## src/design/wsfd_pkg.sv

```systemverilog
// shared constants and types for the websocket frame deframer
`default_nettype none

package wsfd_pkg;

   localparam int LENGTH_BITS = 64;
   localparam int PAT_LEN     = 16;

   localparam logic [3:0] OPC_TEXT  = 4'h1;
   localparam logic [3:0] OPC_CLOSE = 4'h8;

   localparam logic [6:0] LEN_EXT16 = 7'd126;
   localparam logic [6:0] LEN_EXT64 = 7'd127;

   // first character sits in the top byte
   localparam logic [8*PAT_LEN-1:0] SNAP_PAT = {"request", "_", "snapshot"};

   function automatic logic [7:0] pat_byte(input int idx);
      pat_byte = SNAP_PAT[8*(PAT_LEN-1-idx) +: 8];
   endfunction

   // what one accepted word does, as seen by the matcher and the output stage
   typedef struct packed {
      logic       emit;
      logic       payload;
      logic       last;
      logic       clear;
      logic [7:0] data;
      logic [3:0] opcode;
   } step_type;

endpackage

`default_nettype wire

```

## src/design/wsfd_parse.sv

```systemverilog
// header parser, length counter and payload unmasking
`default_nettype none

module wsfd_parse (
   input  wire logic              clock,
   input  wire logic              reset,
   input  wire logic              accept,
   input  wire logic [7:0]        rx_byte,
   output wsfd_pkg::step_type     step
);

   typedef enum logic [2:0] {
      PH_HDR0    = 3'd0,
      PH_HDR1    = 3'd1,
      PH_EXT16   = 3'd2,
      PH_EXT64   = 3'd3,
      PH_MASK    = 3'd4,
      PH_PAYLOAD = 3'd5,
      PH_CLOSED  = 3'd6
   } phase_type;

   localparam int LB = wsfd_pkg::LENGTH_BITS;

   phase_type         phase_ff, phase_in;
   logic [3:0]        opcode_ff, opcode_in;
   logic              mask_en_ff, mask_en_in;
   logic [LB-1:0]     length_ff, length_in;
   logic [2:0]        ext_idx_ff, ext_idx_in;
   logic [31:0]       key_ff, key_in;
   logic [1:0]        mask_phase_ff, mask_phase_in;

   logic [LB-1:0]     length_shift;
   logic [LB-1:0]     length_dec;
   logic [LB-1:0]     length_hdr;
   logic [31:0]       key_rot;
   logic [7:0]        unmasked;
   logic              ext_last;

   // big-endian accumulate with saturation on overflow
   assign length_shift = (length_ff[LB-1 -: 8] != 8'd0) ? {LB{1'b1}}
                                                        : {length_ff[LB-9:0], rx_byte};
   assign length_dec   = length_ff - {{(LB-1){1'b0}}, 1'b1};
   assign key_rot      = key_ff << {mask_phase_ff, 3'b000};
   assign unmasked     = mask_en_ff ? (rx_byte ^ key_rot[31:24]) : rx_byte;
   assign ext_last     = (phase_ff == PH_EXT16) ? (ext_idx_ff >= 3'd1)
                                                : (ext_idx_ff >= 3'd7);

   always_comb begin
      phase_in      = phase_ff;
      opcode_in     = opcode_ff;
      mask_en_in    = mask_en_ff;
      length_in     = length_ff;
      ext_idx_in    = ext_idx_ff;
      key_in        = key_ff;
      mask_phase_in = mask_phase_ff;
      length_hdr    = length_ff;
      step          = '0;
      step.opcode   = opcode_ff;
      step.data     = 8'd0;

      unique case (phase_ff)
         PH_HDR1: begin
            mask_en_in = rx_byte[7];
            ext_idx_in = 3'd0;
            if (rx_byte[6:0] == wsfd_pkg::LEN_EXT16) begin
               length_in = '0;
               phase_in  = PH_EXT16;
            end else if (rx_byte[6:0] == wsfd_pkg::LEN_EXT64) begin
               length_in = '0;
               phase_in  = PH_EXT64;
            end else begin
               length_hdr = {{(LB-7){1'b0}}, rx_byte[6:0]};
               length_in  = length_hdr;
               if (rx_byte[7]) begin
                  key_in   = '0;
                  phase_in = PH_MASK;
               end else begin
                  mask_phase_in = 2'd0;
                  if (length_hdr == '0) begin
                     step.emit = 1'b1;
                     step.last = 1'b1;
                     phase_in  = (opcode_ff == wsfd_pkg::OPC_CLOSE) ? PH_CLOSED : PH_HDR0;
                  end else begin
                     phase_in = PH_PAYLOAD;
                  end
               end
            end
         end
         PH_EXT16, PH_EXT64: begin
            length_in = length_shift;
            if (ext_last) begin
               ext_idx_in = 3'd0;
               if (mask_en_ff) begin
                  key_in   = '0;
                  phase_in = PH_MASK;
               end else begin
                  mask_phase_in = 2'd0;
                  if (length_shift == '0) begin
                     step.emit = 1'b1;
                     step.last = 1'b1;
                     phase_in  = (opcode_ff == wsfd_pkg::OPC_CLOSE) ? PH_CLOSED : PH_HDR0;
                  end else begin
                     phase_in = PH_PAYLOAD;
                  end
               end
            end else begin
               ext_idx_in = ext_idx_ff + 3'd1;
            end
         end
         PH_MASK: begin
            key_in = {key_ff[23:0], rx_byte};
            if (ext_idx_ff >= 3'd3) begin
               mask_phase_in = 2'd0;
               if (length_ff == '0) begin
                  step.emit = 1'b1;
                  step.last = 1'b1;
                  phase_in  = (opcode_ff == wsfd_pkg::OPC_CLOSE) ? PH_CLOSED : PH_HDR0;
               end else begin
                  phase_in = PH_PAYLOAD;
               end
            end else begin
               ext_idx_in = ext_idx_ff + 3'd1;
            end
         end
         PH_PAYLOAD: begin
            step.emit     = 1'b1;
            step.payload  = 1'b1;
            step.data     = unmasked;
            mask_phase_in = mask_phase_ff + 2'd1;
            length_in     = length_dec;
            if (length_dec == '0) begin
               step.last = 1'b1;
               phase_in  = (opcode_ff == wsfd_pkg::OPC_CLOSE) ? PH_CLOSED : PH_HDR0;
            end
         end
         PH_CLOSED: begin
            phase_in = PH_CLOSED;
         end
         default: begin
            // first header byte, also taken for the unused phase code
            opcode_in  = rx_byte[3:0];
            step.clear = 1'b1;
            phase_in   = PH_HDR1;
         end
      endcase
   end

   always_ff @(posedge clock) begin
      if (reset) begin
         phase_ff      <= PH_HDR0;
         opcode_ff     <= 4'd0;
         mask_en_ff    <= 1'b0;
         length_ff     <= '0;
         ext_idx_ff    <= 3'd0;
         key_ff        <= 32'd0;
         mask_phase_ff <= 2'd0;
      end else if (accept) begin
         phase_ff      <= phase_in;
         opcode_ff     <= opcode_in;
         mask_en_ff    <= mask_en_in;
         length_ff     <= length_in;
         ext_idx_ff    <= ext_idx_in;
         key_ff        <= key_in;
         mask_phase_ff <= mask_phase_in;
      end
   end

endmodule

`default_nettype wire

```

## src/design/wsfd_match.sv

```systemverilog
// per-frame search for the snapshot request text in the payload
`default_nettype none

module wsfd_match (
   input  wire logic              clock,
   input  wire logic              reset,
   input  wire logic              accept,
   input  wire wsfd_pkg::step_type step,
   output logic                   found_now
);

   localparam int WIN = wsfd_pkg::PAT_LEN - 1;

   logic [7:0] recent_ff [WIN];
   logic [7:0] recent_in [WIN];
   logic       zero_ff, zero_in;
   logic       found_ff, found_in;
   logic       track;
   logic       hit;

   assign track = step.payload && !zero_ff && (step.data != 8'd0);

   always_comb begin
      hit = (step.data == wsfd_pkg::pat_byte(WIN));
      for (int i = 0; i < WIN; i++) begin
         if (recent_ff[i] != wsfd_pkg::pat_byte(i)) begin
            hit = 1'b0;
         end
      end
   end

   assign found_now = found_ff || (track && hit);

   always_comb begin
      recent_in = recent_ff;
      zero_in   = zero_ff;
      found_in  = found_ff;
      if (step.clear) begin
         for (int i = 0; i < WIN; i++) begin
            recent_in[i] = 8'd0;
         end
         zero_in  = 1'b0;
         found_in = 1'b0;
      end else if (step.payload && !zero_ff) begin
         if (step.data == 8'd0) begin
            // text ends at the first zero byte
            zero_in = 1'b1;
         end else begin
            found_in = found_now;
            for (int i = 0; i < WIN - 1; i++) begin
               recent_in[i] = recent_ff[i+1];
            end
            recent_in[WIN-1] = step.data;
         end
      end
   end

   always_ff @(posedge clock) begin
      if (reset) begin
         for (int i = 0; i < WIN; i++) begin
            recent_ff[i] <= 8'd0;
         end
         zero_ff  <= 1'b0;
         found_ff <= 1'b0;
      end else if (accept) begin
         recent_ff <= recent_in;
         zero_ff   <= zero_in;
         found_ff  <= found_in;
      end
   end

endmodule

`default_nettype wire

```

## src/design/websocket_frame_deframer_core.sv

```systemverilog
// a result word is registered and shows in the cycle after its byte is accepted
// throughput: one byte per cycle unless rsp_ready stalls; output refills as it drains
// header bytes give no word, except the last header byte of an empty frame
// after a close frame ends every byte is taken and dropped until reset
// reset: synchronous, active high; parser back to the first header byte
`default_nettype none

module websocket_frame_deframer_core (
   input  wire logic       clock,
   input  wire logic       reset,
   input  wire logic       req_valid,
   output logic            req_ready,
   input  wire logic [7:0] req_rx_byte,
   output logic            rsp_valid,
   input  wire logic       rsp_ready,
   output logic [7:0]      rsp_data_byte,
   output logic            rsp_data_valid,
   output logic            rsp_frame_end,
   output logic [3:0]      rsp_frame_opcode,
   output logic            rsp_close_frame,
   output logic            rsp_snapshot_request
);

   wsfd_pkg::step_type step;
   logic               accept;
   logic               found_now;

   logic               valid_ff, valid_in;
   logic [7:0]         data_ff, data_in;
   logic               dvalid_ff, dvalid_in;
   logic               end_ff, end_in;
   logic [3:0]         opcode_ff, opcode_in;
   logic               close_ff, close_in;
   logic               snap_ff, snap_in;

   assign req_ready = !valid_ff || rsp_ready;
   assign accept    = req_valid && req_ready;

   wsfd_parse u_parse (
      .clock   (clock),
      .reset   (reset),
      .accept  (accept),
      .rx_byte (req_rx_byte),
      .step    (step)
   );

   wsfd_match u_match (
      .clock     (clock),
      .reset     (reset),
      .accept    (accept),
      .step      (step),
      .found_now (found_now)
   );

   always_comb begin
      valid_in  = valid_ff && !rsp_ready;
      data_in   = data_ff;
      dvalid_in = dvalid_ff;
      end_in    = end_ff;
      opcode_in = opcode_ff;
      close_in  = close_ff;
      snap_in   = snap_ff;
      if (accept) begin
         valid_in  = step.emit;
         data_in   = step.data;
         dvalid_in = step.payload;
         end_in    = step.last;
         opcode_in = step.opcode;
         close_in  = step.last && (step.opcode == wsfd_pkg::OPC_CLOSE);
         snap_in   = step.last && (step.opcode == wsfd_pkg::OPC_TEXT) && found_now;
      end
   end

   always_ff @(posedge clock) begin
      if (reset) begin
         valid_ff <= 1'b0;
      end else begin
         valid_ff <= valid_in;
      end
      data_ff   <= data_in;
      dvalid_ff <= dvalid_in;
      end_ff    <= end_in;
      opcode_ff <= opcode_in;
      close_ff  <= close_in;
      snap_ff   <= snap_in;
   end

   assign rsp_valid            = valid_ff;
   assign rsp_data_byte        = data_ff;
   assign rsp_data_valid       = dvalid_ff;
   assign rsp_frame_end        = end_ff;
   assign rsp_frame_opcode     = opcode_ff;
   assign rsp_close_frame      = close_ff;
   assign rsp_snapshot_request = snap_ff;

endmodule

`default_nettype wire
```

## config.mk

```make
export PLATFORM = sky130hd
export DESIGN_NAME = websocket_frame_deframer_core
export DESIGN_NICKNAME = d
export VERILOG_FILES = /design/src/design/wsfd_pkg.sv /design/src/design/wsfd_parse.sv /design/src/design/wsfd_match.sv /design/src/design/websocket_frame_deframer_core.sv
export SDC_FILE = /design/constraint.sdc
export NUM_CORES = 1
export LEC_CHECK = 0
export BUFFER_PORTS_ARGS = -buffer_cell sky130_fd_sc_hd__buf_2
export CAP_MARGIN = 30
export CORE_UTILIZATION = 40
export DETAILED_ROUTE_END_ITERATION = 10
export SLEW_MARGIN = 20
export SYNTH_ARGS = -nofsm -noshare
export SYNTH_HDL_FRONTEND = slang
export SYNTH_HIERARCHICAL = 1
export SYNTH_SLANG_ARGS = --single-unit
```

## constraint.sdc

```tcl
create_clock -name clock -period 5.6 [get_ports clock]
set_clock_uncertainty 0.15 [all_clocks]
set_input_delay 0.56 -clock clock [delete_from_list [all_inputs] [get_ports clock]]
set_output_delay 0.56 -clock clock [all_outputs]
set_load 0.03 [all_outputs]
```

# After elaboration in Yosys (flattened, before gate mapping)
# Index checks and enable logic that the tools add are counted.
[totals]
register_bits = 248
elab_cells = 186
inputBits = 12
out_inout_bits = 18
[op_classes]
shifts = 1
n_addsub = 3
n_lt_le_gt_ge = 3
mux = 73
eq_ne = 39
n_reduce_logical = 34
bitwise_logic = 2
[op_table]
columns = ["op", "count"]
rows = [
  ["$mux W120", 3],
  ["$logic_not A64 Y1", 3],
  ["$pmux W64 S3", 1],
  ["$mux W32", 5],
  ["$mux W64", 2],
  ["$ne A8 B7 Y1 const B", 15],
  ["$pmux W32 S3", 1],
  ["$sub A64 B1 Y64 const B", 1],
  ["$mux W3", 13],
  ["$mux W1", 34],
  ["$shl A32 B5 Y32", 1],
  ["$mux W8", 2],
  ["$reduce_bool A8 Y1", 2],
  ["$pmux W3 S5", 1],
  ["$eq A7 B7 Y1 const B", 2],
  ["$ne A2 B2 Y1 const B", 7],
  ["$mux W2", 6],
  ["$ne A2 B1 Y1 const B", 6],
  ["$eq A3 B3 Y1 const B", 3],
  ["$pmux W3 S3", 1],
  ["$reduce_and A3 Y1", 3],
  ["$eq A8 B7 Y1 const B", 1],
  ["$logic_and A1 B1 Y1", 8],
  ["$logic_not A8 Y1", 1],
  ["25 further kinds", 33],
]

# Longest topological paths before layout
# Gate-level depths: netlist (run 1).
[logic_depth]
word_depth = 25
depth_mapped = 15
ltp_nobuf = 14

# Hierarchy
# The synthesis (run 1) kept the hierarchy.
[modules_own_cells]
columns = ["module", "area_per_inst_um2", "cells_each", "n_inst", "seq_area_each_um2"]
rows = [
  ["wsfd_parse", 7586.0, 1061, 1, 2182.1],
  ["wsfd_match", 4479.3, 462, 1, 2442.3],
  ["websocket_frame_deframer_core", 556.8, 25, 1, 500.5],
]

# Least setup slack after synthesis (run 1)
# No wires, ideal clock.
[synth_timing]
kind = "reg-to-reg"
startpoint = "register u_parse.length_ff[20]"
endpoint = "register close_ff (netlist: rsp_close_frame) (data pin)"
synth_period_minus_slack_ns = 3.943
required_ns = 5.301
stages_incl_launch_ff = 15
setup_ns = 0.149
arrival_ns = 3.644
path_slack_ns = 1.657
path_buffers = 2
cell_sequence = "dfxtp_1 buf_6 or4_4 nor2_2 nand2_1 or3_1 buf_2 or3_1 xnor2_1 or4_1 nor4_1 nand4_1 nand2_1 or3b_1 nor3b_2"
[synth_lines]
columns = ["item", "line", "source"]
rows = [
  ["from (decl)", "wsfd_parse.sv:27", "logic [LB-1:0] length_ff, length_in;"],
  ["from (signal assigned)", "wsfd_parse.sv:161", "length_ff <= length_in;"],
  ["to (signal assigned)", "websocket_frame_deframer_core.sv:84", "close_ff <= close_in;"],
  ["to (decl)", "websocket_frame_deframer_core.sv:33", "logic close_ff, close_in;"],
]

==> results of run 1 <==
[Yosys cell counts (all sizes together) (5+ instances only)]
cell type / instances
or3: 15
xor2: 29
buf: 40
nor2: 240
inv: 16
o31ai: 16
nor3: 41
o22ai: 7
and4: 11
ha: 7
dfxtp: 232
edfxtp: 16
xnor2: 15
nand3: 55
nand2b: 9
or4: 13
a211oi: 7
nor4b: 10
nand4: 29
mux4: 8
a31oi: 5
o21ai: 125
a22oi: 145
a221oi: 8
a311oi: 9
nand2: 142
nor4bb: 9
and4b: 7
clkbuf: 98
nor4: 40
a21oi: 85
[flip-flops by register name (all words and copies together), names as in the netlist]
name	cells
rsp_data_valid	1
u_parse/phase_ff	3
rsp_data_byte	8
u_match/zero_ff	1
rsp_frame_opcode	4
rsp_valid	1
rsp_frame_end	1
u_match/recent_ff	120
u_parse/length_ff	64
u_parse/mask_phase_ff	2
u_parse/ext_idx_ff	3
u_match/found_ff	1
rsp_close_frame	1
rsp_snapshot_request	1
u_parse/key_ff	32
u_parse/opcode_ff	4
u_parse/mask_en_ff	1
[power breakdown]
group	internal [mW]	switching, mW
logic	0.254	0.578
clock network	0.993	0.743
registers	1.81	0.0520
[metal layers]
metal  GRT usage (%)  share of wire [%]  vias up
met5               0                  0        -
met4           6.483                2.6        0
met3           2.958                5.8       72
met2           34.98                 46      389
met1           31.07                 46     5513
li1                -                  -     5548
[worst register-to-register path: cells and delay by family (launching register included)]
| family | cells | cell delay, ns |
|---|---|---|
| flops | 1 | 0.36 |
| simple gates | 11 | 3.85 |
| xor+xnor | 1 | 0.14 |
[worst max path at each step]
| stage | from | end | slack (ns) |
|---|---|---|---|
| 3_5_place_dp | u_parse/length_ff[10] | rsp_close_frame | 1.12 |
| 3_3_place_gp | u_parse/length_ff[10] | rsp_close_frame | 1.22 |
| 5_1_grt | u_parse/length_ff[14] | rsp_snapshot_request | 0.68 |
| 6_report | u_parse/length_ff[11] | rsp_close_frame | 0.93 |
| 2_1_floorplan | u_parse/length_ff[20] | rsp_close_frame | 1.66 |
| 4_1_cts | u_parse/length_ff[11] | rsp_close_frame | 1.08 |
[cell families after synthesis]
logic type | count (synthesis)
and+or+nand+nor | 649
xor gates and xnor gates | 44
buffers and inverters | 154
muxes | 11
AOI/OAI and AO/OA | 435
adders and majority gates | 7
DFF | 248
[final cells by class]
type	count	area [um2]	area share [%]
clock inverter	9	65.06	0.4755
tap	396	495.5	3.621
clock buffer	43	807.0	5.898
inverter	16	60.06	0.4389
timing repair buffer	48	359.1	2.624
multi-input combinational	1146	6769	49.47
sequential	248	5125	37.45
antenna	1	2.502	0.01829
[through the flow]
step                      cell area (um2)  std cells  total power, mW
final                               13680       1907            4.434
after global placement              12770       1852            2.712
after detailed placement            12780       1853            2.712
after CTS                           13650       1905            4.456
after global routing                13680       1906            4.617
after floorplan                     12620       1548            2.482
==> results.cfg, run 1 <==
[run_status]
status = finished, violations left
violations = DRC

[worst_setup_path]
start_kind = register
crit_required_ns = 5.84
cpLargestDelayFamily = simple AND/OR/NAND/NOR gates
path_class = register to register
worstPathMaxFanout = 12
regToRegSetupSlack_ns = 0.93
path_buf_inv = 0
worstSetupEndpointType = register
cp.arrival_ns = 4.91
cp_slowest_cell = nor3_2
worst_path_largest_cell_delay_ns = 0.70
path_cells = nor4_2, nand4_1, nor3_2, nand3_1, nor4_1, xor2_1, or4_1, nor4_1, nand4_1, nand2_1, or3b_1, nor3b_2
rr_worst_depth = 12
worst-path-stages = 12
reg2reg_from = u_parse/length_ff[11]
rr_endpoint = rsp_close_frame

[clock_tree]
cts_tree = built
root_buffer = clkbuf_16
h-tree-depth = 1
postCtsSetupRepairBufs = 0
clock_sinks = 248
numCtsBuffers = 28
cts_buffer_depth = 3
cts.repair.resized = 0
cts-hold-fix-buffers = 0
clk_pin_slew_ns = 0.06
clkLatencyLatePin_ns = 0.55

[synthesis]
avgSynthCellArea_um2 = 8.154
synthFlopType = dfxtp_1
synth_compound_gate_area_share_pct = 21.96
synth_fp_nets = 1567
synthMuxAreaShare_pct = 1.675
synth_cell_types = 72
yosys-top-cells-area = dfxtp_1 (37%), a22oi_1 (8.6%), nor2_1 (7.1%)
syn_inst = 1548
synth_top_family_by_area = simple AND/OR/NAND/NOR gates
synth_top_area_share_pct = 36.80
yosysTopAreaCell = dfxtp_1
synth-simple-area-share_pct = 25.96
ys_ff_latch = 248
ys.warnings.count = 6
synth-xor-area-share_pct = 3.053
synth-edff-count = 16
syn_area_um2 = 12620
async_reset_ff_share_pct = 0
ys_seq_area_share_pct = 40.60
synthAdderAreaFrac_pct = 0.6939

[pwr]
leakage_nw = 4.686
peakVddDrop_uv = 241.3
power_density_nw_per_um2 = 324.0

[hold_path]
min_from = req_valid
whs_path_depth = 3
min_path_type = primary input to register
holdPathEnd = rsp_valid

[grt]
grt_usage_pct = 22.02
antenna_found_initial = 0
grt_pass1_wl_um = 58910
grt.overflow.total = 0
grt_max_degree = 123
grt_pass1_vias = 10643

[timing]
fmax_mhz = 213.9
setup_tns_ns = 0
min_period_over_period_pct = 83.48
worstMarginPinSlew_ns = 0.9750
hold_viol_final = 0
setup_viol = 0
slew_viol_final = 0
period_minus_slack_ns = 4.675
timing.slew.headroom_pct = 35.00
rsz0062_at_grt = no
hold-worst-slack_ns = 0.1352
fin_ws_ns = 0.9253

[placed_design]
dp_hpwl_um = 23260
gp_congestion = 0.9478
place_ws_ns = 1.123
port_buffers = 29

[detailed_routing]
via_count = 11522
vias_per_cell = 6.042
drt-total-wl_um = 36610
drc_errors = 8
postRouteAntennaNets = 0
drt_iter0_drc = 1266
firstDrtPassIters = 9
wl_per_cell_um = 19.20

[layout]
fillCellCount = 3083
final_util_pct = 44.38
nets = 1507
area_growth_pct = 8.406
final_cell_mix = nor2_1 (238), dfxtp_1 (232), a22oi_1 (145)
mostFrequentLayoutCell = nor2_1
drive_above_1_share_pct = 8.808

[floorplanning]
ios = 30
fp.dieH_um = 179.6
die_area_um2 = 32270
die_w_um = 179.6
rows = 64
core_um2 = 30830
start_util_pct = 40.94

[job]
maxCapViolCount = 0
(Power assumes the default switching activity.)
==> run 2: changes to the inputs <==
==> constraint.sdc (replaced) <==
create_clock -name clock -period 4.8 [get_ports clock]
set_clock_uncertainty 0.15 [all_clocks]
set_input_delay 0.48 -clock clock [delete_from_list [all_inputs] [get_ports clock]]
set_output_delay 0.48 -clock clock [all_outputs]
set_load 0.03 [all_outputs]
==> run 2 against run 1 <==
  * The flow still finishes with violations (DRC)
  * Via count rose by 1.4%
  * Sequential share of layout area fell by 0.49 points
  * Sequential power rose by 16%
  * Global-route usage rose by 0.40 points
  * Die area did not move
  * Critical endpoint unchanged
  * Highest routed layer unchanged
==> results.cfg, run 2 (synthesized netlist as in run 1, its figures left out) <==
[run_status]
status = finished, violations left
violations = DRC

[layout]
regMostFlops = u_match/recent_ff
nets = 1523
reg_top3 = u_match/recent_ff (120), u_parse/length_ff (64), u_parse/key_ff (32)
area_growth_pct = 9.833
final_cell_mix = nor2_1 (238), dfxtp_1 (232), a22oi_1 (145)
mostFrequentLayoutCell = nor2_1
drive_above_1_share_pct = 10.03
largest_reg_flops = 120

[timing]
setup_tns_ns = 0
fmax_mhz = 228.4
hold-worst-slack_ns = 0.04411
setup_viol = 0
period_minus_slack_ns = 4.378
rsz0062_at_grt = no
worstMarginPinSlew_ns = 0.9549
timing.slew.headroom_pct = 35.75
min_period_over_period_pct = 91.21
slew_viol_final = 0
hold_viol_final = 0

[worst_setup_path]
rr_endpoint = rsp_close_frame
endpoint = rsp_close_frame
crit_start = u_parse/length_ff[10]
reg2reg_from = u_parse/length_ff[10]
cp.arrival_ns = 4.63
rr_worst_depth = 12
start_kind = register
worst_path_largest_cell_delay_ns = 0.54
cp_slowest_cell = or4_1
worstPathMaxFanout = 6
crit_required_ns = 5.05
regToRegSetupSlack_ns = 0.42
worstSetupEndpointType = register
path_class = register to register
path_cells = nor4_2, and4_1, nand2_1, or3_1, or3_1, xnor2_1, or4_1, nor4_1, nand4_1, nand2_1, or3b_1, nor3b_2

[floorplanning]
die_w_um = 179.6
core_um2 = 30830
die_area_um2 = 32270
rows = 64
ios = 30
fp.dieH_um = 179.6
start_util_pct = 40.94

[clock_tree]
cts.repair.resized = 0
numCtsBuffers = 27
clkLatencyLatePin_ns = 0.56
root_buffer = clkbuf_16
postCtsSetupRepairBufs = 0
clock_sinks = 248
cts_buffer_depth = 3
clk_pin_slew_ns = 0.06
cts-hold-fix-buffers = 0
h-tree-depth = 1
cts_tree = built

[detailed_routing]
vias_per_cell = 6.079
postRouteAntennaNets = 0
firstDrtPassIters = 9
drc_errors = 8
wl_per_cell_um = 19.28
drt-total-wl_um = 37060
via_count = 11684
drt_iter0_drc = 1163

[grt]
antenna_found_initial = 1
grt_pass1_vias = 10801
grt_pass1_wl_um = 60010
grt.overflow.total = 0
grt_max_degree = 110
grt_usage_pct = 22.42

[placed_design]
port_buffers = 29
gp_congestion = 0.9169
dp_hpwl_um = 24140

[pwr]
power_density_nw_per_um2 = 385.1
p_clk_share_pct = 40.4
combinationalPowerShare_pct = 18.9
p_sw_mw = 1.619
power.internal_mw = 3.720
swShare_pct = 30.32
peakVddDrop_uv = 276.8
leakage_nw = 4.812
sequentialPowerShare_pct = 40.7

[job]
maxCapViolCount = 0

[hold_path]
min_path_type = primary input to register
## run 2: layout make-up
type                            instances  area (um2)
Clock buffer                           41       818.3
Antenna cell                            1       2.502
Clock inverter                          9       113.9
Sequential cell                       248        5125
Timing Repair Buffer                   65       479.2
Multi-Input combinational cell       1146        6769
Fill cell                            3027       16970
Inverter                               16       60.06
Tap cell                              396       495.5
## run 2: worst min-delay path by stage
stage	from	to	slack, ns	cells after the start
floorplan	u_parse/key_ff[24]	u_parse/key_ff[24]	0.28	2
global route	req_valid	rsp_valid	0.03	3
CTS	req_valid	rsp_valid	0.04	3
global placement	u_parse/key_ff[30]	u_parse/key_ff[30]	0.28	2
detailed placement	u_parse/key_ff[29]	u_parse/key_ff[29]	0.29	2
finish	req_valid	rsp_valid	0.04	3
## run 2: stage by stage
| step | setup slack (ns) | utilization [%] | std cells | area (um2) | power [mW] |
|---|---|---|---|---|---|
| floorplan | 0.8566 | - | 1548 | 12620 | 2.896 |
| global placement | 0.6290 | 41.82 | 1869 | 12890 | 3.202 |
| detailed placement | 0.4548 | 41.87 | 1870 | 12910 | 3.204 |
| CTS | 0.4316 | 44.89 | 1920 | 13840 | 5.362 |
| global route | 0.1157 | 44.96 | 1921 | 13860 | 5.559 |
| finish | 0.4219 | 44.97 | 1922 | 13860 | 5.339 |
## run 2: power by group through the flow
stage	combinational, mW	sequential [mW]	clock [mW]
global placement	0.985	2.22	0
CTS	0.990	2.17	2.20
finish	1.01	2.17	2.15
floorplan	0.696	2.20	0
global route	1.09	2.18	2.29
detailed placement	0.986	2.22	0
## run 2: worst max-delay path: cells and delay by family, from the launching register on
kind	cells	cell delay [ns]
XOR/XNOR	1	0.14
AND/OR/NAND/NOR	11	3.59
flip-flops	1	0.34
## run 2: layer usage
| layer | track usage [%] | vias up | routed length [um] |
|---|---|---|---|
| met5 | 0 | - | 0 |
| met4 | 6.483 | 0 | 895 |
| met2 | 35.66 | 362 | 17050 |
| met3 | 3.545 | 72 | 2082 |
| met1 | 31.31 | 5672 | 17030 |
| li1 | - | 5578 | - |
